**config.mk**
```make
export PLATFORM = sky130hd
export DESIGN_NAME = source_text_tokenizer
export DESIGN_NICKNAME = d
export VERILOG_FILES = /design/src/stok_pkg.sv /design/src/stok_scan.sv /design/src/stok_outq.sv /design/src/source_text_tokenizer.sv
export SDC_FILE = /design/constraint.sdc
export NUM_CORES = 1
export LEC_CHECK = 0
export BUFFER_PORTS_ARGS = -buffer_cell sky130_fd_sc_hd__buf_2
export CORE_UTILIZATION = 25
export DETAILED_ROUTE_END_ITERATION = 10
export GPL_TIMING_DRIVEN = 0
export SLEW_MARGIN = 20
export SYNTH_ARGS = -nofsm -noshare
export SYNTH_HDL_FRONTEND = slang
export SYNTH_HIERARCHICAL = 1
export SYNTH_SLANG_ARGS = --single-unit
```
**constraint.sdc**
```tcl
create_clock -name i_clk -period 14.4 [get_ports i_clk]
set_clock_uncertainty 0.05 [all_clocks]
set_input_delay 2.16 -clock i_clk [delete_from_list [all_inputs] [get_ports i_clk]]
set_output_delay 2.16 -clock i_clk [all_outputs]
set_load 0.005 [all_outputs]
```
**src/stok_pkg.sv**
```systemverilog
`timescale 1ns / 1ps
`default_nettype none

package stok_pkg;

    localparam int OFFSET_BITS_DEF = 16;

    // Output stream payload: kind, value, start_offset, length, line_number, padded to bytes.
    localparam int TOKEN_BITS = 3 + 32 + 16 + 16 + 16;
    localparam int TDATA_BITS = ((TOKEN_BITS + 7) / 8) * 8;

    typedef enum logic [2:0] {
        K_END   = 3'd0,
        K_IDENT = 3'd1,
        K_INT   = 3'd2,
        K_SYM   = 3'd3,
        K_STR   = 3'd4,
        K_CHAR  = 3'd5,
        K_ERR   = 3'd6
    } t_kind;

    typedef enum logic [3:0] {
        M_IDLE   = 4'd0,
        M_IDENT  = 4'd1,
        M_DEC    = 4'd2,
        M_BSL    = 4'd3,
        M_HEX    = 4'd4,
        M_STR    = 4'd5,
        M_STRESC = 4'd6,
        M_CH0    = 4'd7,
        M_CHESC  = 4'd8,
        M_CHSKIP = 4'd9,
        M_SYM    = 4'd10,
        M_CMT    = 4'd11,
        M_ERR    = 4'd12
    } t_mode;

    typedef struct packed {
        t_kind       kind;
        logic [31:0] value;
        logic [15:0] start_offset;
        logic [15:0] length;
        logic [15:0] line_number;
        logic        last;
    } t_token;

    localparam logic [7:0] CH_NUL    = 8'd0;
    localparam logic [7:0] CH_LF     = 8'd10;
    localparam logic [7:0] CH_SPACE  = 8'd32;
    localparam logic [7:0] CH_DQUOTE = 8'd34;
    localparam logic [7:0] CH_SQUOTE = 8'd39;
    localparam logic [7:0] CH_SLASH  = 8'd47;
    localparam logic [7:0] CH_ZERO   = 8'd48;
    localparam logic [7:0] CH_BSLASH = 8'd92;
    localparam logic [7:0] CH_X      = 8'd120;

    function automatic logic is_alpha_byte(input logic [7:0] c);
        return (c >= 8'd97 && c <= 8'd122) || (c >= 8'd65 && c <= 8'd90);
    endfunction

    function automatic logic is_dec_byte(input logic [7:0] c);
        return c >= 8'd48 && c <= 8'd57;
    endfunction

    function automatic logic is_hex(input logic [7:0] c);
        return is_dec_byte(c) || (c >= 8'd65 && c <= 8'd70);
    endfunction

    function automatic logic is_word(input logic [7:0] c);
        return is_alpha_byte(c) || is_dec_byte(c) || c == 8'd95;
    endfunction

    function automatic logic is_punct(input logic [7:0] c);
        return (c >= 8'd33 && c <= 8'd47) || (c >= 8'd58 && c <= 8'd64) ||
               (c >= 8'd91 && c <= 8'd96) || (c >= 8'd123 && c <= 8'd126);
    endfunction

    // Two-character symbols: .. ++ && || == // >= <= != ->
    function automatic logic is_pair(input logic [7:0] a, input logic [7:0] b);
        logic same;
        same = (a == b) && (a == 8'd46 || a == 8'd43 || a == 8'd38 ||
                            a == 8'd124 || a == 8'd61 || a == 8'd47);
        return same || (b == 8'd61 && (a == 8'd62 || a == 8'd60 || a == 8'd33)) ||
               (a == 8'd45 && b == 8'd62);
    endfunction

    function automatic logic [7:0] char_escape(input logic [7:0] c);
        logic [7:0] r;
        case (c)
            8'd48:   r = 8'd0;
            8'd110:  r = 8'd10;
            8'd116:  r = 8'd9;
            default: r = c;
        endcase
        return r;
    endfunction

    function automatic logic [15:0] sat_inc16(input logic [15:0] v);
        return (v == 16'hFFFF) ? v : v + 16'd1;
    endfunction

    function automatic t_token make_token(input t_kind kind, input logic [31:0] value,
                                          input logic [15:0] offset, input logic [15:0] len,
                                          input logic [15:0] line);
        t_token t;
        t.kind         = kind;
        t.value        = value;
        t.start_offset = offset;
        t.length       = len;
        t.line_number  = line;
        t.last         = 1'b0;
        return t;
    endfunction

endpackage

`default_nettype wire

```
**src/stok_scan.sv**
```systemverilog
`timescale 1ns / 1ps
`default_nettype none

module stok_scan #(
    parameter int OFFSET_BITS = stok_pkg::OFFSET_BITS_DEF
) (
    input  wire logic            i_clk,
    input  wire logic            i_rst_n,
    input  wire logic            i_en,
    input  wire logic [7:0]      i_byte,
    output stok_pkg::t_token     o_res0,
    output stok_pkg::t_token     o_res1,
    output logic [1:0]           o_nres
);
    import stok_pkg::*;

    t_mode                   r_mode, n_mode;
    logic [31:0]             r_acc, n_acc;
    logic [OFFSET_BITS-1:0]  r_pos, n_pos;
    logic [15:0]             r_line, n_line;
    logic [OFFSET_BITS-1:0]  r_tstart, n_tstart;
    logic [15:0]             r_tline, n_tline;
    logic [15:0]             r_blen, n_blen;
    logic [7:0]              r_pend, n_pend;

    t_token      res [2];
    logic [1:0]  nres;
    logic        restart;
    logic [31:0] pos_ext;
    logic [31:0] tstart_ext;
    logic [15:0] pos16;
    logic [15:0] tstart16;
    logic [3:0]  hex_val;
    logic [7:0]  b;

    assign b          = i_byte;
    assign pos_ext    = 32'(r_pos);
    assign tstart_ext = 32'(r_tstart);
    assign pos16      = pos_ext[15:0];
    assign tstart16   = tstart_ext[15:0];
    assign hex_val    = (b > 8'd57) ? 4'(b - 8'd55) : 4'(b - CH_ZERO);

    always_comb begin
        n_mode   = r_mode;
        n_acc    = r_acc;
        n_pos    = r_pos;
        n_line   = r_line;
        n_tstart = r_tstart;
        n_tline  = r_tline;
        n_blen   = r_blen;
        n_pend   = r_pend;
        res[0]   = '0;
        res[1]   = '0;
        nres     = 2'd0;
        restart  = 1'b0;

        case (r_mode)
            M_IDENT: begin
                if (is_word(b)) begin
                    n_blen = sat_inc16(r_blen);
                end else begin
                    res[nres[0]] = make_token(K_IDENT, 32'd0, tstart16, r_blen, r_tline);
                    nres = nres + 2'd1;
                    restart = 1'b1;
                end
            end
            M_DEC: begin
                if (is_dec_byte(b)) begin
                    n_acc = {r_acc[28:0], 3'b000} + {r_acc[30:0], 1'b0} +
                            32'(b - CH_ZERO);
                end else begin
                    res[nres[0]] = make_token(K_INT, r_acc, tstart16, 16'd0, r_tline);
                    nres = nres + 2'd1;
                    restart = 1'b1;
                end
            end
            M_BSL: begin
                if (b == CH_X) begin
                    n_mode = M_HEX;
                    n_acc  = 32'd0;
                end else begin
                    res[nres[0]] = make_token(K_SYM, 32'(CH_BSLASH), tstart16, 16'd0,
                                              r_tline);
                    nres = nres + 2'd1;
                    restart = 1'b1;
                end
            end
            M_HEX: begin
                if (is_hex(b)) begin
                    n_acc = {r_acc[27:0], hex_val};
                end else begin
                    res[nres[0]] = make_token(K_INT, r_acc, tstart16, 16'd0, r_tline);
                    nres = nres + 2'd1;
                    restart = 1'b1;
                end
            end
            M_STR, M_STRESC: begin
                if (b == CH_NUL) begin
                    res[nres[0]] = make_token(K_STR, 32'd0, tstart16, r_blen, r_tline);
                    nres = nres + 2'd1;
                    restart = 1'b1;
                end else if (r_mode == M_STR && b == CH_DQUOTE) begin
                    res[nres[0]] = make_token(K_STR, 32'd0, tstart16, r_blen, r_tline);
                    nres = nres + 2'd1;
                    n_mode = M_IDLE;
                end else begin
                    n_blen = sat_inc16(r_blen);
                    n_mode = (r_mode == M_STR && b == CH_BSLASH) ? M_STRESC : M_STR;
                end
            end
            M_CH0: begin
                if (b == CH_NUL) begin
                    restart = 1'b1;
                end else if (b == CH_SQUOTE) begin
                    res[nres[0]] = make_token(K_CHAR, 32'd0, tstart16, 16'd0, r_tline);
                    nres = nres + 2'd1;
                    n_mode = M_IDLE;
                end else if (b == CH_BSLASH) begin
                    n_mode = M_CHESC;
                end else begin
                    n_pend = b;
                    n_mode = M_CHSKIP;
                end
            end
            M_CHESC: begin
                if (b == CH_NUL) begin
                    res[nres[0]] = make_token(K_CHAR, 32'd0, tstart16, 16'd0, r_tline);
                    nres = nres + 2'd1;
                    restart = 1'b1;
                end else begin
                    n_pend = char_escape(b);
                    n_mode = M_CHSKIP;
                end
            end
            M_CHSKIP: begin
                if (b == CH_NUL) begin
                    res[nres[0]] = make_token(K_CHAR, 32'(r_pend), tstart16, 16'd0, r_tline);
                    nres = nres + 2'd1;
                    restart = 1'b1;
                end else if (b == CH_SQUOTE) begin
                    res[nres[0]] = make_token(K_CHAR, 32'(r_pend), tstart16, 16'd0, r_tline);
                    nres = nres + 2'd1;
                    n_mode = M_IDLE;
                end
            end
            M_SYM: begin
                if (is_pair(r_pend, b)) begin
                    if (b == CH_SLASH) begin
                        n_mode = M_CMT;
                    end else begin
                        res[nres[0]] = make_token(K_SYM, {16'd0, b, r_pend}, tstart16,
                                                  16'd0, r_tline);
                        nres = nres + 2'd1;
                        n_mode = M_IDLE;
                    end
                end else begin
                    res[nres[0]] = make_token(K_SYM, 32'(r_pend), tstart16, 16'd0, r_tline);
                    nres = nres + 2'd1;
                    restart = 1'b1;
                end
            end
            M_CMT: begin
                if (b == CH_NUL || b == CH_LF) begin
                    restart = 1'b1;
                end
            end
            M_ERR: begin
                // Everything up to the end of text is dropped.
            end
            default: begin
                restart = 1'b1;
            end
        endcase

        // The byte that ended a token (or any byte between tokens) opens the next one.
        if (restart) begin
            n_mode = M_IDLE;
            if (b == CH_NUL) begin
                res[nres[0]] = make_token(K_END, 32'd0, pos16, 16'd0, r_line);
                nres = nres + 2'd1;
            end else if (b > CH_SPACE) begin
                n_tstart = r_pos;
                n_tline  = r_line;
                if (is_alpha_byte(b)) begin
                    n_mode = M_IDENT;
                    n_blen = 16'd1;
                end else if (is_dec_byte(b)) begin
                    n_mode = M_DEC;
                    n_acc  = 32'(b - CH_ZERO);
                end else if (b == CH_BSLASH) begin
                    n_mode = M_BSL;
                end else if (b == CH_DQUOTE) begin
                    n_mode   = M_STR;
                    n_tstart = r_pos + OFFSET_BITS'(1);
                    n_blen   = 16'd0;
                end else if (b == CH_SQUOTE) begin
                    n_mode = M_CH0;
                end else if (is_punct(b)) begin
                    n_mode = M_SYM;
                    n_pend = b;
                end else begin
                    res[nres[0]] = make_token(K_ERR, 32'(b), pos16, 16'd0, r_line);
                    nres = nres + 2'd1;
                    n_mode = M_ERR;
                end
            end
        end

        if (b == CH_NUL) begin
            n_mode   = M_IDLE;
            n_acc    = 32'd0;
            n_pos    = '0;
            n_line   = 16'd1;
            n_tstart = '0;
            n_tline  = 16'd1;
            n_blen   = 16'd0;
            n_pend   = 8'd0;
        end else begin
            n_pos = r_pos + OFFSET_BITS'(1);
            if (b == CH_LF) begin
                n_line = sat_inc16(r_line);
            end
        end

        res[0].last = (nres == 2'd1);
        res[1].last = 1'b1;
    end

    always_ff @(posedge i_clk) begin
        if (!i_rst_n) begin
            r_mode   <= M_IDLE;
            r_acc    <= 32'd0;
            r_pos    <= '0;
            r_line   <= 16'd1;
            r_tstart <= '0;
            r_tline  <= 16'd1;
            r_blen   <= 16'd0;
            r_pend   <= 8'd0;
        end else if (i_en) begin
            r_mode   <= n_mode;
            r_acc    <= n_acc;
            r_pos    <= n_pos;
            r_line   <= n_line;
            r_tstart <= n_tstart;
            r_tline  <= n_tline;
            r_blen   <= n_blen;
            r_pend   <= n_pend;
        end
    end

    assign o_res0 = res[0];
    assign o_res1 = res[1];
    assign o_nres = nres;

endmodule

`default_nettype wire

```
**src/stok_outq.sv**
```systemverilog
`timescale 1ns / 1ps
`default_nettype none

module stok_outq (
    input  wire logic              i_clk,
    input  wire logic              i_rst_n,
    input  wire logic [1:0]        i_push_cnt,
    input  wire stok_pkg::t_token  i_d0,
    input  wire stok_pkg::t_token  i_d1,
    output logic [1:0]             o_free,
    output logic                   o_valid,
    input  wire logic              i_ready,
    output stok_pkg::t_token       o_head
);
    import stok_pkg::*;

    logic [1:0] r_cnt, n_cnt;
    t_token     r_q0, n_q0;
    t_token     r_q1, n_q1;
    logic       pop;
    logic [1:0] kept;
    t_token     e0;

    assign pop  = (r_cnt != 2'd0) && i_ready;
    assign kept = r_cnt - {1'b0, pop};
    assign e0   = pop ? r_q1 : r_q0;

    // Entries that survive the pop shift to the head; new requests fill behind them.
    always_comb begin
        n_q0  = r_q0;
        n_q1  = r_q1;
        n_cnt = kept + i_push_cnt;
        case (kept)
            2'd0: begin
                n_q0 = i_d0;
                n_q1 = i_d1;
            end
            2'd1: begin
                n_q0 = e0;
                n_q1 = i_d0;
            end
            default: begin
                n_q0 = r_q0;
                n_q1 = r_q1;
            end
        endcase
    end

    always_ff @(posedge i_clk) begin
        if (!i_rst_n) begin
            r_cnt <= 2'd0;
        end else begin
            r_cnt <= n_cnt;
        end
    end

    always_ff @(posedge i_clk) begin
        r_q0 <= n_q0;
        r_q1 <= n_q1;
    end

    assign o_free  = 2'd2 - r_cnt;
    assign o_valid = (r_cnt != 2'd0);
    assign o_head  = r_q0;

endmodule

`default_nettype wire

```
**src/source_text_tokenizer.sv**
```systemverilog
`timescale 1ns / 1ps
`default_nettype none

// Channel   Direction  Payload
// s_axis    in         tdata[7:0] text_byte
// m_axis    out        tdata: kind, value, start_offset, length, line_number; tlast = last
//
// A text byte is registered on acceptance and scanned while it is held in the input register;
// its results go into the output queue, whose head entry is presented on m_axis.
// One byte per cycle is sustained while m_axis is ready and each byte yields at most one
// result; a byte that yields two results waits until the output queue is empty, and the
// next byte with a result waits while the queue is full, even if an entry is leaving.
// Reset is synchronous and active low; it empties the input register and output queue.
// Output stalls back up through the queue into the input register and then s_axis tready.

module source_text_tokenizer #(
    parameter int OFFSET_BITS = stok_pkg::OFFSET_BITS_DEF
) (
    input  wire logic                            i_clk,
    input  wire logic                            i_rst_n,
    input  wire logic                            i_s_axis_tvalid,
    output logic                                 o_s_axis_tready,
    input  wire logic [7:0]                      i_s_axis_tdata,  // [7:0] text_byte
    output logic                                 o_m_axis_tvalid,
    input  wire logic                            i_m_axis_tready,
    // [2:0] kind, [34:3] value, [50:35] start_offset, [66:51] length,
    // [82:67] line_number, upper bits zero
    output logic [stok_pkg::TDATA_BITS-1:0]      o_m_axis_tdata,
    output logic                                 o_m_axis_tlast
);
    import stok_pkg::*;

    logic       r_in_valid;
    logic [7:0] r_in_byte;
    logic       process;
    logic       in_fire;
    t_token     res0, res1, head;
    logic [1:0] nres;
    logic [1:0] free;
    logic [1:0] push_cnt;

    assign in_fire         = i_s_axis_tvalid && o_s_axis_tready;
    assign process         = r_in_valid && (nres <= free);
    assign o_s_axis_tready = !r_in_valid || process;
    assign push_cnt        = process ? nres : 2'd0;

    always_ff @(posedge i_clk) begin
        if (!i_rst_n) begin
            r_in_valid <= 1'b0;
        end else if (in_fire) begin
            r_in_valid <= 1'b1;
        end else if (process) begin
            r_in_valid <= 1'b0;
        end
    end

    always_ff @(posedge i_clk) begin
        if (in_fire) begin
            r_in_byte <= i_s_axis_tdata;
        end
    end

    stok_scan #(
        .OFFSET_BITS (OFFSET_BITS)
    ) u_scan (
        .i_clk   (i_clk),
        .i_rst_n (i_rst_n),
        .i_en    (process),
        .i_byte  (r_in_byte),
        .o_res0  (res0),
        .o_res1  (res1),
        .o_nres  (nres)
    );

    stok_outq u_outq (
        .i_clk      (i_clk),
        .i_rst_n    (i_rst_n),
        .i_push_cnt (push_cnt),
        .i_d0       (res0),
        .i_d1       (res1),
        .o_free     (free),
        .o_valid    (o_m_axis_tvalid),
        .i_ready    (i_m_axis_tready),
        .o_head     (head)
    );

    assign o_m_axis_tdata = TDATA_BITS'({head.line_number, head.length, head.start_offset,
                                         head.value, head.kind});
    assign o_m_axis_tlast = head.last;

endmodule

`default_nettype wire

```
==> reports/results.ini, run 1 <==
[place]
post_dp_cell_area_mm2 = 0.0211
dp.final_hpwl_mm = 39.8
globalplace.congestion = 0.924
placedCellCount = 2948
portBuffers = 97

[clocking]
buffers_inserted_during_post_cts_setup_optimization = 0
clock_sink_count = 303
cts.hold.buffers_added = 0
cts-htree-levels = 2
clockRootBuffer = sky130_fd_sc_hd__clkbuf_16
cts_buffer_depth = 3
clk_pin_slew_ns = 0.07
cts_buffers = 34
clkLatencyLatePin_ns = 0.54
ctsResizeCount = 0
tritoncts = done

[worst_hold_path]
hold_path_depth = 2
hp-start = u_scan/r_tline[0]
hp-class = reg2reg
min_delay_worst_endpoint = u_scan/r_tline[0]

[layout]
num_antenna_cells = 0
net_count_of_the_finished_layout = 2096
final_design_area_no_fill_mm2 = 0.0223
final_layout_size_suffix_gt1_share_pct = 22.1
area_delta_synth_final_pct = 16.3
finalNonFillerCells = 3010

[worst_setup_path]
timing.critical_path.arrival_ns = 6.44
worst-endpoint-required_ns = 12.19
r2r-end = u_scan/r_acc[17]
cp_max_fo = 10
regToRegStartpoint = r_in_byte[1]
r2r_cells = 26
reg2reg_setup_slack_ns = 5.78
start_kind = register
cp_cell_sequence = clkbuf_1 > clkbuf_1 > inv_1 > ha_1 > or4b_4 > nand2_1 > nor2_1 > o41ai_4 > a31o_2 > or4_1 > buf_2 > buf_2 > ha_1 > and3_1 > a21o_1 > ha_1 > nor2b_4 > o211ai_4 > buf_2
crit_slowest_cell = sky130_fd_sc_hd__o41ai_4
crit_path_end_kind = output port
crit_path_max_incr_delay_ns = 0.77
timing_worst_setup_path_type = reg2out

[power_and_ir_drop]
power.switching_fraction_pct = 37.9
share_clk_of_total_power_pct = 23.1
internal_power_mw = 2.43
finalPower_mw = 3.91
power.net_switching_mw = 1.48
pwr_density_cell_mw_per_mm2 = 176
power.leakage_nw = 8.88
combPwrFrac_pct = 42.9
sequentialPowerShare_pct = 34.0
irDropWorstVdd_mv = 0.0862

[detailed_routing]
finalWirelength_mm = 53.1
viasPerCell = 4.86
detailedRoute.firstPassIterationCount = 7
detail_route.wl_per_cell_um = 17.6
ant_nets = 0
dr_total_vias = 14600
drc_errors_left = 0
dr.first_iter.drc_count = 1088

[grt]
initial_antenna_violation_count = 2
globalRoute.totalOverflow = 0
grt_use_total_pct = 13.4
pin_count_of_the_biggest_net_entering_global_routing = 46
first_global_vias = 14100
grt_first_pass_wirelength_mm = 82.3

[yosys]
top_cells_by_instance_count_after_synthesis = 176 x sky130_fd_sc_hd__edfxtp_1, 129 x sky130_fd_sc_hd__nand2_1, 127 x sky130_fd_sc_hd__dfxtp_1
yosysTopAreaCell = sky130_fd_sc_hd__edfxtp_1
synth_edf_count = 176
synth_seq_area_share_pct = 40.9
netlist_top_cells_area = sky130_fd_sc_hd__edfxtp_1 28%, sky130_fd_sc_hd__dfxtp_1 13%, sky130_fd_sc_hd__mux2_4 7.8%
synthDominantCellAreaShare_pct = 27.6
yosysMostFrequentCell = sky130_fd_sc_hd__edfxtp_1
number_of_distinct_library_cells_after_synthesis = 99
synth-seq-cells = 303
dominantRegCellSynth = sky130_fd_sc_hd__edfxtp_1
syn-instance-count = 1825
synth_area_per_cell_um2 = 10.5
synth.cell_area_mm2 = 0.0191
synth-warning-count = 6
synth_async_sr_flop_share_pct = 0

[sta]
fin_tns_setup_ns = 0
slew-limit-headroom_pct = 24.6
fmax_mhz = 116
worst_slew_pin_slew_ns = 1.12
final-hold-violation-count = 0
final_setup_violating_endpoints = 0
grt_setup_unrepaired = no
slew_viol_final = 0
final.min_clock_period_ns = 8.65
final.period_utilization_pct = 60.1

[floorplanning]
io-pin-count = 103
chipHeight_um = 279
initial_utilization_pct = 25.2
placeableCoreArea_mm2 = 0.0758
floorplan.rows = 101
die_width_um = 279
floorplan.die_area_mm2 = 0.0777

[status]
run_status = finished, final reports clean

[job]
max-cap-violations = 0

critical path: cells and delay by family (launching register included):
kind                       cells  cell delay [ns]
and+or+nand+nor                6             1.35
buffers and inverters          6             1.77
DFF                            1             0.40
adders and majority gates      3             0.77
AOI/OAI and AO/OA              4             1.58
how the worst max path moves through the flow:
stage / start / endpoint / depth (start not counted) / slack, ns
after global routing: r_in_byte[1] / o_s_axis_tready / 20 / 5.53
after floorplan: i_m_axis_tready / u_outq/o_head[0] / 4 / 7.63
final: r_in_byte[1] / o_s_axis_tready / 19 / 5.75
after detailed placement: r_in_byte[1] / u_scan/r_acc[17] / 27 / 6.03
after global placement: i_m_axis_tready / u_outq/o_head[66] / 5 / 5.79
after CTS: r_in_byte[1] / o_s_axis_tready / 19 / 5.82
area by class of cell:
class	instances	area [um2]
clock buffers	44	920
flip-flops and latches	303	7830
clock inverters	18	225
well taps	978	1220
plain buffers	161	947
fillers	7923	53600
repair buffers	101	581
inverters	53	201
multi-input cells	1352	10300
state kept, by name, indices dropped and copies added, names as in the netlist:
name	flops
u_scan/r_tline	16
u_scan/r_mode	4
u_outq/r_cnt	2
u_scan/r_tstart	16
u_scan/pos16	16
u_scan/r_acc	32
r_in_byte	8
u_scan/r_line	16
u_scan/r_blen	16
r_in_valid	1
u_scan/r_pend	8
u_outq/o_head	84
u_outq/r_q1	84
power by group through the flow:
stage	sequential, mW	combinational, mW	clock [mW]
2_1_floorplan	1.36	1.10	0
3_3_place_gp	1.38	1.63	0
3_5_place_dp	1.34	1.68	0
4_1_cts	1.33	1.68	0.931
5_1_grt	1.35	1.81	0.959
6_report	1.33	1.68	0.903
per-layer routing:
metal | track usage [%] | up-vias | wire [um]
li1 | - | 7038 | -
met1 | 17.9 | 7028 | 23900
met2 | 22.1 | 469 | 24800
met3 | 1.67 | 95 | 2800
met4 | 4.68 | 0 | 1600
met5 | 0 | - | 0
metrics by stage:
stage / hold WS (ns) / utilization [%] / worst slack [ns]
after floorplan: 0.376 / - / 7.63
after global placement: 0.393 / 27.7 / 5.79
after detailed placement: 0.393 / 27.8 / 6.03
after CTS: 0.403 / 29.4 / 5.82
after global routing: 0.430 / 29.4 / 5.53
final: 0.405 / 29.4 / 5.75
layout by cell type (no fill, tap or decap), types with 10 or more instances in the layout:
cell type                   netlist  final
sky130_fd_sc_hd__edfxtp_1       176    176
sky130_fd_sc_hd__nand2_1        129    129
sky130_fd_sc_hd__dfxtp_1        127    127
sky130_fd_sc_hd__buf_2           16    113
sky130_fd_sc_hd__nor2_1         110    109
sky130_fd_sc_hd__mux2_4         100    100
sky130_fd_sc_hd__o21ai_0         82     82
sky130_fd_sc_hd__and2_1          80     80
sky130_fd_sc_hd__clkbuf_1        67     75
sky130_fd_sc_hd__a21oi_1         72     72
sky130_fd_sc_hd__mux2_2          67     67
sky130_fd_sc_hd__a22o_1          67     67
sky130_fd_sc_hd__buf_4           52     52
sky130_fd_sc_hd__inv_1           51     49
sky130_fd_sc_hd__ha_1            49     49
sky130_fd_sc_hd__conb_1           3     47
sky130_fd_sc_hd__nand3_1         39     39
sky130_fd_sc_hd__nor2b_1         36     36
sky130_fd_sc_hd__clkbuf_16        0     35
sky130_fd_sc_hd__xnor2_1         33     33
sky130_fd_sc_hd__xor2_1          30     30
sky130_fd_sc_hd__fa_1            29     29
sky130_fd_sc_hd__and3_1          27     27
sky130_fd_sc_hd__nor3_1          27     27
sky130_fd_sc_hd__a31oi_1         25     25
sky130_fd_sc_hd__a221oi_1        23     23
sky130_fd_sc_hd__nand4_1         22     22
sky130_fd_sc_hd__a21o_1          22     22
sky130_fd_sc_hd__buf_6           17     17
sky130_fd_sc_hd__a22oi_1         17     17
sky130_fd_sc_hd__nand2b_1        15     15
sky130_fd_sc_hd__or3_1           13     13
sky130_fd_sc_hd__a222oi_1        12     12
sky130_fd_sc_hd__o31ai_1         10     10
cells by family (layout without fill, tap and decap cells):
kind of cell | count (synthesis) | count (layout) | synth area share (%)
and+or+nand+nor | 542 | 542 | 14.7
muxes | 171 | 171 | 12.0
AOI/OAI and AO/OA | 450 | 450 | 17.1
buffers and inverters | 214 | 377 | 5.99
xor gates and xnor gates | 64 | 64 | 2.97
DFF | 303 | 303 | 40.9
other | 3 | 47 | 0.0588
adders and majority gates | 78 | 78 | 6.24
Note: power is estimated with default switching activity, not from simulation.
==> inputs of run 2 (changes only) <==
clock period = 8.15 ns   (was 14.4 ns; I/O delays follow)
==> reports/results.ini, run 2 (synthesis gave the netlist of run 1 again) <==
[place]
post_dp_cell_area_mm2 = 0.0211  ; unchanged
dp_slack_ns = -0.221  ; -6.25 ns
placedCellCount = 2948  ; unchanged
portBuffers = 97  ; unchanged
dp.final_hpwl_mm = 39.8  ; unchanged
globalplace.congestion = 0.924  ; unchanged

[detailed_routing]
dr.first_iter.drc_count = 1105  ; +1.6%
drc_errors_left = 0  ; unchanged
detailedRoute.firstPassIterationCount = 7  ; unchanged
finalWirelength_mm = 53.2  ; +0.17%
dr_total_vias = 14700  ; +0.16%
ant_nets = 0  ; unchanged
viasPerCell = 4.87  ; +0.16%
detail_route.wl_per_cell_um = 17.7  ; +0.17%

[job]
max-cap-violations = 0  ; unchanged

[grt]
pin_count_of_the_biggest_net_entering_global_routing = 46  ; unchanged
initial_antenna_violation_count = 2  ; unchanged
grt_use_total_pct = 13.4  ; unchanged
first_global_vias = 14100  ; -0.0071%
grt_first_pass_wirelength_mm = 82.3  ; about the same
globalRoute.totalOverflow = 0  ; unchanged

[clocking]
cts_buffer_depth = 3  ; unchanged
clockRootBuffer = sky130_fd_sc_hd__clkbuf_16
cts-htree-levels = 2  ; unchanged
clk_pin_slew_ns = 0.07  ; about the same
tritoncts = done
clkLatencyLatePin_ns = 0.54  ; about the same
clock_sink_count = 303  ; unchanged
cts_buffers = 34  ; unchanged

[sta]
setup_slack_ns = 0.260  ; -5.49 ns
slew_viol_final = 0  ; unchanged
final.min_clock_period_ns = 7.89
fmax_mhz = 127
worst_slew_pin_slew_ns = 1.15  ; +0.0252 ns
grt_setup_unrepaired = no
final.period_utilization_pct = 96.8
fin_tns_setup_ns = 0  ; unchanged
slew-limit-headroom_pct = 22.9  ; -1.7 points
final_setup_violating_endpoints = 0  ; unchanged
final-hold-violation-count = 0  ; unchanged

[layout]
leading_cell_type_in_the_layout_fill_and_taps_excluded = sky130_fd_sc_hd__edfxtp_1
finalNonFillerCells = 3010  ; unchanged
final_layout_size_suffix_gt1_share_pct = 22.4  ; +0.34 points
net_count_of_the_finished_layout = 2096  ; unchanged
layout_common_cells = 176 x sky130_fd_sc_hd__edfxtp_1, 128 x sky130_fd_sc_hd__nand2_1, 127 x sky130_fd_sc_hd__dfxtp_1, 113 x sky130_fd_sc_hd__buf_2, 107 x sky130_fd_sc_hd__nor2_1
num_antenna_cells = 0  ; unchanged
final_design_area_no_fill_mm2 = 0.0223  ; +0.12%
area_delta_synth_final_pct = 16.5
filler_cell_count = 7923  ; unchanged

[floorplanning]
floorplan.rows = 101  ; unchanged
chipHeight_um = 279  ; unchanged
placeableCoreArea_mm2 = 0.0758  ; unchanged
floorplan.die_area_mm2 = 0.0777  ; unchanged
die_width_um = 279  ; unchanged
initial_utilization_pct = 25.2  ; unchanged
io-pin-count = 103  ; unchanged

[worst_setup_path]
setup.worst_path.start = r_in_byte[1]
regToRegStartpoint = r_in_byte[1]
crit_path_end_kind = register
cp_max_fo = 10  ; unchanged
worst-endpoint-required_ns = 8.57  ; -3.62 ns
crit_path_max_incr_delay_ns = 0.75  ; -0.02 ns
r2r_cells = 24  ; -7.7%
reg2reg_setup_slack_ns = 0.26  ; -5.52 ns
crit_slowest_cell = sky130_fd_sc_hd__o41ai_4
r2r-end = u_scan/r_acc[27]
timing_worst_setup_path_type = reg2reg
start_kind = register
cp_cell_sequence = clkbuf_1 > clkbuf_1 > inv_1 > ha_1 > or4b_4 > nand2_1 > nor2_1 > o41ai_4 > a31o_2 > or4_1 > buf_2 > buf_2 > ha_1 > and3_1 > a21o_1 > ha_1 > nor2b_4 > o21ai_2 > and2_1 > clkbuf_1 > nand2_2 > nor2_2 > o21ai_0 > a31oi_1
worstSetupEndpoint = u_scan/r_acc[27]
timing.critical_path.arrival_ns = 8.31  ; +1.87 ns

[power_and_ir_drop]
pwr_density_cell_mw_per_mm2 = 310  ; +77%
irDropWorstVdd_mv = 0.151  ; +76%
power.leakage_nw = 8.89  ; about the same
finalPower_mw = 6.91  ; +77%

[status]
run_status = finished, final reports clean

[worst_hold_path]
hp-start = u_scan/r_tline[0]
hp-class = reg2reg

==> run 2: what timing repair did <==
item,4_1_cts,5_1_grt
pin swaps,0,0
gates resized for setup,1,8
hold buffers,0,0
setup buffers,0,0
endpoints found under the setup margin,11,46
==> run 2: layer usage <==
layer	up-vias	track usage, %	part of all wire (%)
met4	0	4.68	3.2
li1	7035	-	-
met1	7050	17.9	45
met5	-	0	0
met2	462	22.1	47
met3	106	1.67	5.2
==> run 2: final cells by class <==
type                            count  area, um2  share of cell area (%)
Multi-Input combinational cell   1352      10400                    46.5
Sequential cell                   303       7830                    35.1
Tap cell                          978       1220                    5.49
Buffer                            161        948                    4.26
Clock buffer                       44        920                    4.13
Timing Repair Buffer              101        581                    2.60
Clock inverter                     18        225                    1.01
Inverter                           53        205                   0.921
==> run 2: how the worst min path moves through the flow <==
stage                     cells past startpoint                 to
after detailed placement                      2  u_scan/r_tline[0]
after global routing                          2  u_scan/r_tline[0]
final                                         2  u_scan/r_tline[0]
after floorplan                               2  u_scan/r_tline[0]
after global placement                        2  u_scan/r_tline[0]
after CTS                                     2  u_scan/r_tline[0]
==> run 2: through the flow <==
| stage | utilization, % | hold slack [ns] |
|---|---|---|
| floorplan | - | 0.376 |
| global placement | 27.7 | 0.393 |
| detailed placement | 27.8 | 0.393 |
| CTS | 29.4 | 0.403 |
| global route | 29.4 | 0.430 |
| finish | 29.4 | 0.405 |
==> run 2: report_power, final <==
part	leakage, nW	internal, mW	switching, mW
combinational	5.42	1.15	1.82
clock	0.550	0.936	0.661
sequential	2.92	2.21	0.139
total	8.89	4.29	2.62
==> run 2: worst max-delay path, delay by kind of cell, from the launching register on <==
family	cells	cell delay, ns
simple gates	9	2.55
flops	1	0.40
buf+inv	6	2.21
compound gates	6	1.83
fa+ha+maj	3	0.78
==> inputs of run 3 (changes only) <==
MAX_ROUTING_LAYER = met4   (was default)
SYNTH_HIERARCHICAL = default   (was 1)
==> reports/results.ini, run 3 <==
[layout]
finalNonFillerCells = 3033  ; +0.76%
net_count_of_the_finished_layout = 2149  ; +2.5%
layout_common_cells = 205 x sky130_fd_sc_hd__nor2_1, 189 x sky130_fd_sc_hd__nand2_1, 176 x sky130_fd_sc_hd__edfxtp_1, 127 x sky130_fd_sc_hd__dfxtp_1, 117 x sky130_fd_sc_hd__buf_2
utilization_pct = 29.4  ; about the same
register_area_mm2 = 0.00783  ; unchanged
multi_input_comb_area_mm2 = 0.00939  ; -9.3%
filler_cell_count = 7593  ; -4.2%
area_delta_synth_final_pct = 16.5  ; about the same
num_antenna_cells = 0  ; unchanged
leading_cell_type_in_the_layout_fill_and_taps_excluded = sky130_fd_sc_hd__nor2_1
final_layout_size_suffix_gt1_share_pct = 11.2  ; -11 points

[clocking]
tritoncts = done
buffers_inserted_during_post_cts_setup_optimization = 0  ; unchanged
clk_pin_slew_ns = 0.07  ; about the same
clock_sink_count = 303  ; unchanged
cts_buffer_depth = 3  ; unchanged
clkLatencyLatePin_ns = 0.52  ; -0.02 ns
cts_buffers = 34  ; unchanged
cts-htree-levels = 2  ; unchanged
cts.hold.buffers_added = 0  ; unchanged
clockRootBuffer = sky130_fd_sc_hd__clkbuf_16

[yosys]
synthSimpleGateAreaFrac_pct = 19.1  ; +4.4 points
syn-instance-count = 1918  ; +5.1%
yosysMostFrequentCell = sky130_fd_sc_hd__nor2_1
synth_edf_count = 176  ; unchanged
post_synth_mux_area_share_pct = 0.625  ; -11 points
compound_gate_portion_of_the_synthesized_area_pct = 22.2  ; +5.1 points
dominant_combinational_cell_family_by_area_after_synthesis = compound AO/OA/AOI/OAI gates
post_synth_xor_area_fraction_pct = 3.26  ; +0.29 points
synth.cell_area_mm2 = 0.0180  ; -5.9%
number_of_distinct_library_cells_after_synthesis = 96  ; -3.0%
synth-warning-count = 0  ; -6
synthDominantCellAreaShare_pct = 29.4  ; +1.7 points
top_cells_by_instance_count_after_synthesis = 208 x sky130_fd_sc_hd__nor2_1, 189 x sky130_fd_sc_hd__nand2_1, 176 x sky130_fd_sc_hd__edfxtp_1
synth-seq-cells = 303  ; unchanged
synth_area_per_cell_um2 = 9.39  ; -10%
yosysTopAreaCell = sky130_fd_sc_hd__edfxtp_1
post_synth_fa_ha_maj_area_fraction_pct = 6.69  ; +0.45 points
synth_seq_area_share_pct = 43.5  ; +2.6 points
synth_async_sr_flop_share_pct = 0  ; unchanged
netlist_top_cells_area = sky130_fd_sc_hd__edfxtp_1 29%, sky130_fd_sc_hd__dfxtp_1 14%, sky130_fd_sc_hd__nor2_1 4.3%
dominantRegCellSynth = sky130_fd_sc_hd__edfxtp_1

[detailed_routing]
drc_errors_left = 0  ; unchanged
finalWirelength_mm = 61.5  ; +16%
viasPerCell = 5.25  ; +7.8%
ant_nets = 0  ; unchanged
detailedRoute.firstPassIterationCount = 5  ; -2
dr_total_vias = 15900  ; +8.6%
detail_route.wl_per_cell_um = 20.3  ; +15%
dr.first_iter.drc_count = 1414  ; +28%

[sta]
grt_setup_unrepaired = no
slew_viol_final = 0  ; unchanged
final-hold-violation-count = 0  ; unchanged
worst_slew_pin_slew_ns = 1.03  ; -0.119 ns
final_setup_violating_endpoints = 0  ; unchanged
fin_tns_setup_ns = 0  ; unchanged
final.min_clock_period_ns = 7.80  ; -0.0881 ns
slew-limit-headroom_pct = 31.5  ; +8.5 points
final.period_utilization_pct = 95.7  ; -1.1 points
setup_slack_ns = 0.348  ; +0.0881 ns
fmax_mhz = 128  ; +1.1%

[worst_setup_path]
crit_path_max_incr_delay_ns = 0.58  ; -0.17 ns
r2r-end = u_scan.r_mode[2]
start_kind = register
timing_worst_setup_path_type = reg2reg
regToRegStartpoint = r_in_byte[4]
reg2reg_setup_slack_ns = 0.35  ; +0.09 ns
cp_cell_sequence = clkbuf_1 > inv_1 > ha_1 > and2_1 > nand3_1 > mux2i_1 > a311oi_2 > o211a_1 > nand2_1 > clkbuf_1 > ha_1 > nand2_1 > nor3_1 > or2_2 > ha_1 > nor2b_1 > o21ai_0 > and2_1 > clkbuf_1 > nand2_1 > clkbuf_1 > a21oi_1 > o21ai_0 > a21oi_1
worst-endpoint-required_ns = 8.54  ; -0.03 ns
crit_slowest_cell = sky130_fd_sc_hd__nor3_1
timing.critical_path.mode_cell = sky130_fd_sc_hd__clkbuf_1
cp_max_fo = 10  ; unchanged
crit_path_end_kind = register
timing.critical_path.arrival_ns = 8.19  ; -0.12 ns
r2r_cells = 24  ; unchanged

[place]
placedCellCount = 2973  ; +0.85%
dp.final_hpwl_mm = 45.8  ; +15%
dp_slack_ns = 0.244  ; +0.466 ns
portBuffers = 96  ; -1.0%
globalplace.congestion = 0.999  ; +8.2%

[job]
max-cap-violations = 0  ; unchanged

[power_and_ir_drop]
power.leakage_nw = 7.93  ; -11%
finalPower_mw = 7.30  ; +5.6%
pwr_density_cell_mw_per_mm2 = 348  ; +12%
irDropWorstVdd_mv = 0.272  ; +80%

[status]
run_status = finished, final reports clean

[grt]
globalRoute.totalOverflow = 0  ; unchanged
grt_first_pass_wirelength_mm = 93.7  ; +14%
grt_use_total_pct = 16.8  ; +3.4 points
pin_count_of_the_biggest_net_entering_global_routing = 45  ; -2.2%
initial_antenna_violation_count = 0  ; -2
first_global_vias = 15000  ; +6.1%

[worst_hold_path]
min_delay_worst_endpoint = u_scan.r_tstart[10]
hp-start = u_scan.r_tstart[10]
hold_path_depth = 2  ; unchanged
hp-class = reg2reg

[floorplanning]
floorplan.rows = 98  ; -3.0%
initial_utilization_pct = 25.2  ; about the same
io-pin-count = 103  ; unchanged
chipHeight_um = 270  ; -3.0%
placeableCoreArea_mm2 = 0.0714  ; -5.9%
floorplan.die_area_mm2 = 0.0731  ; -5.9%
die_width_um = 270  ; -3.0%

-- run 3: final cells by class --
| type | instances | area share (%) |
|---|---|---|
| multi-input cells | 1424 | 44.8 |
| flip-flops and latches | 303 | 37.3 |
| well taps | 950 | 5.67 |
| clock buffers | 43 | 4.32 |
| plain buffers | 145 | 3.06 |
| repair buffers | 101 | 2.84 |
| clock inverters | 17 | 1.09 |
| inverters | 50 | 0.919 |
-- run 3: through the flow --
| step | hold slack, ns | cell area, um2 |
|---|---|---|
| 6_report | 0.424 | 21000 |
| 5_1_grt | 0.446 | 21000 |
| 4_1_cts | 0.421 | 21000 |
| 3_5_place_dp | 0.411 | 19800 |
| 3_3_place_gp | 0.406 | 19700 |
| 2_1_floorplan | 0.395 | 18000 |
-- run 3: how the worst max path moves through the flow --
stage	startpoint	endpoint
after floorplan	i_m_axis_tready	u_outq.o_head[0]
after global placement	r_in_byte[4]	u_scan.r_acc[13]
after detailed placement	r_in_byte[4]	u_scan.r_acc[13]
after CTS	r_in_byte[4]	u_scan.r_acc[13]
after global routing	r_in_byte[4]	u_scan.r_mode[2]
final	r_in_byte[4]	u_scan.r_mode[2]
-- run 3: logic make-up (layout without fill, tap and decap cells) --
group | Yosys count | count (layout)
DFF | 303 | 303
muxes | 11 | 11
buffers and inverters | 195 | 356
adders and majority gates | 79 | 79
xor gates and xnor gates | 67 | 67
AOI/OAI and AO/OA | 557 | 557
and+or+nand+nor | 705 | 705
other | 1 | 5
-- run 3: worst max-delay path, delay by kind of cell (launching register included) --
kind            cells  cell delay [ns]
simple gates        9             2.51
buf+inv             5             2.06
compound gates      6             1.51
fa+ha+maj           3             0.76
flops               1             0.51
mux                 1             0.30
-- run 3: timing repair --
action / in CTS / in global routing
endpoints found under the setup margin: 0 / 38
hold endpoints to repair: 0 / 0
gates resized for setup: 0 / 2
-- run 3: layer usage --
layer	vias to the layer above	routed length (um)	track usage (%)	part of all wire (%)
li1	7437	-	-	-
met1	7775	28200	23.3	46
met2	631	27900	25.9	45
met3	77	3960	1.72	6.4
met4	0	1420	4.76	2.3
met5	-	0	-	0
-- run 3: report_power, final --
part,switching [mW],total (mW),internal (mW)
sequential,0.126,2.37,2.24
combinational,2.39,3.32,0.928
clock,0.663,1.62,0.953
total,3.18,7.30,4.12
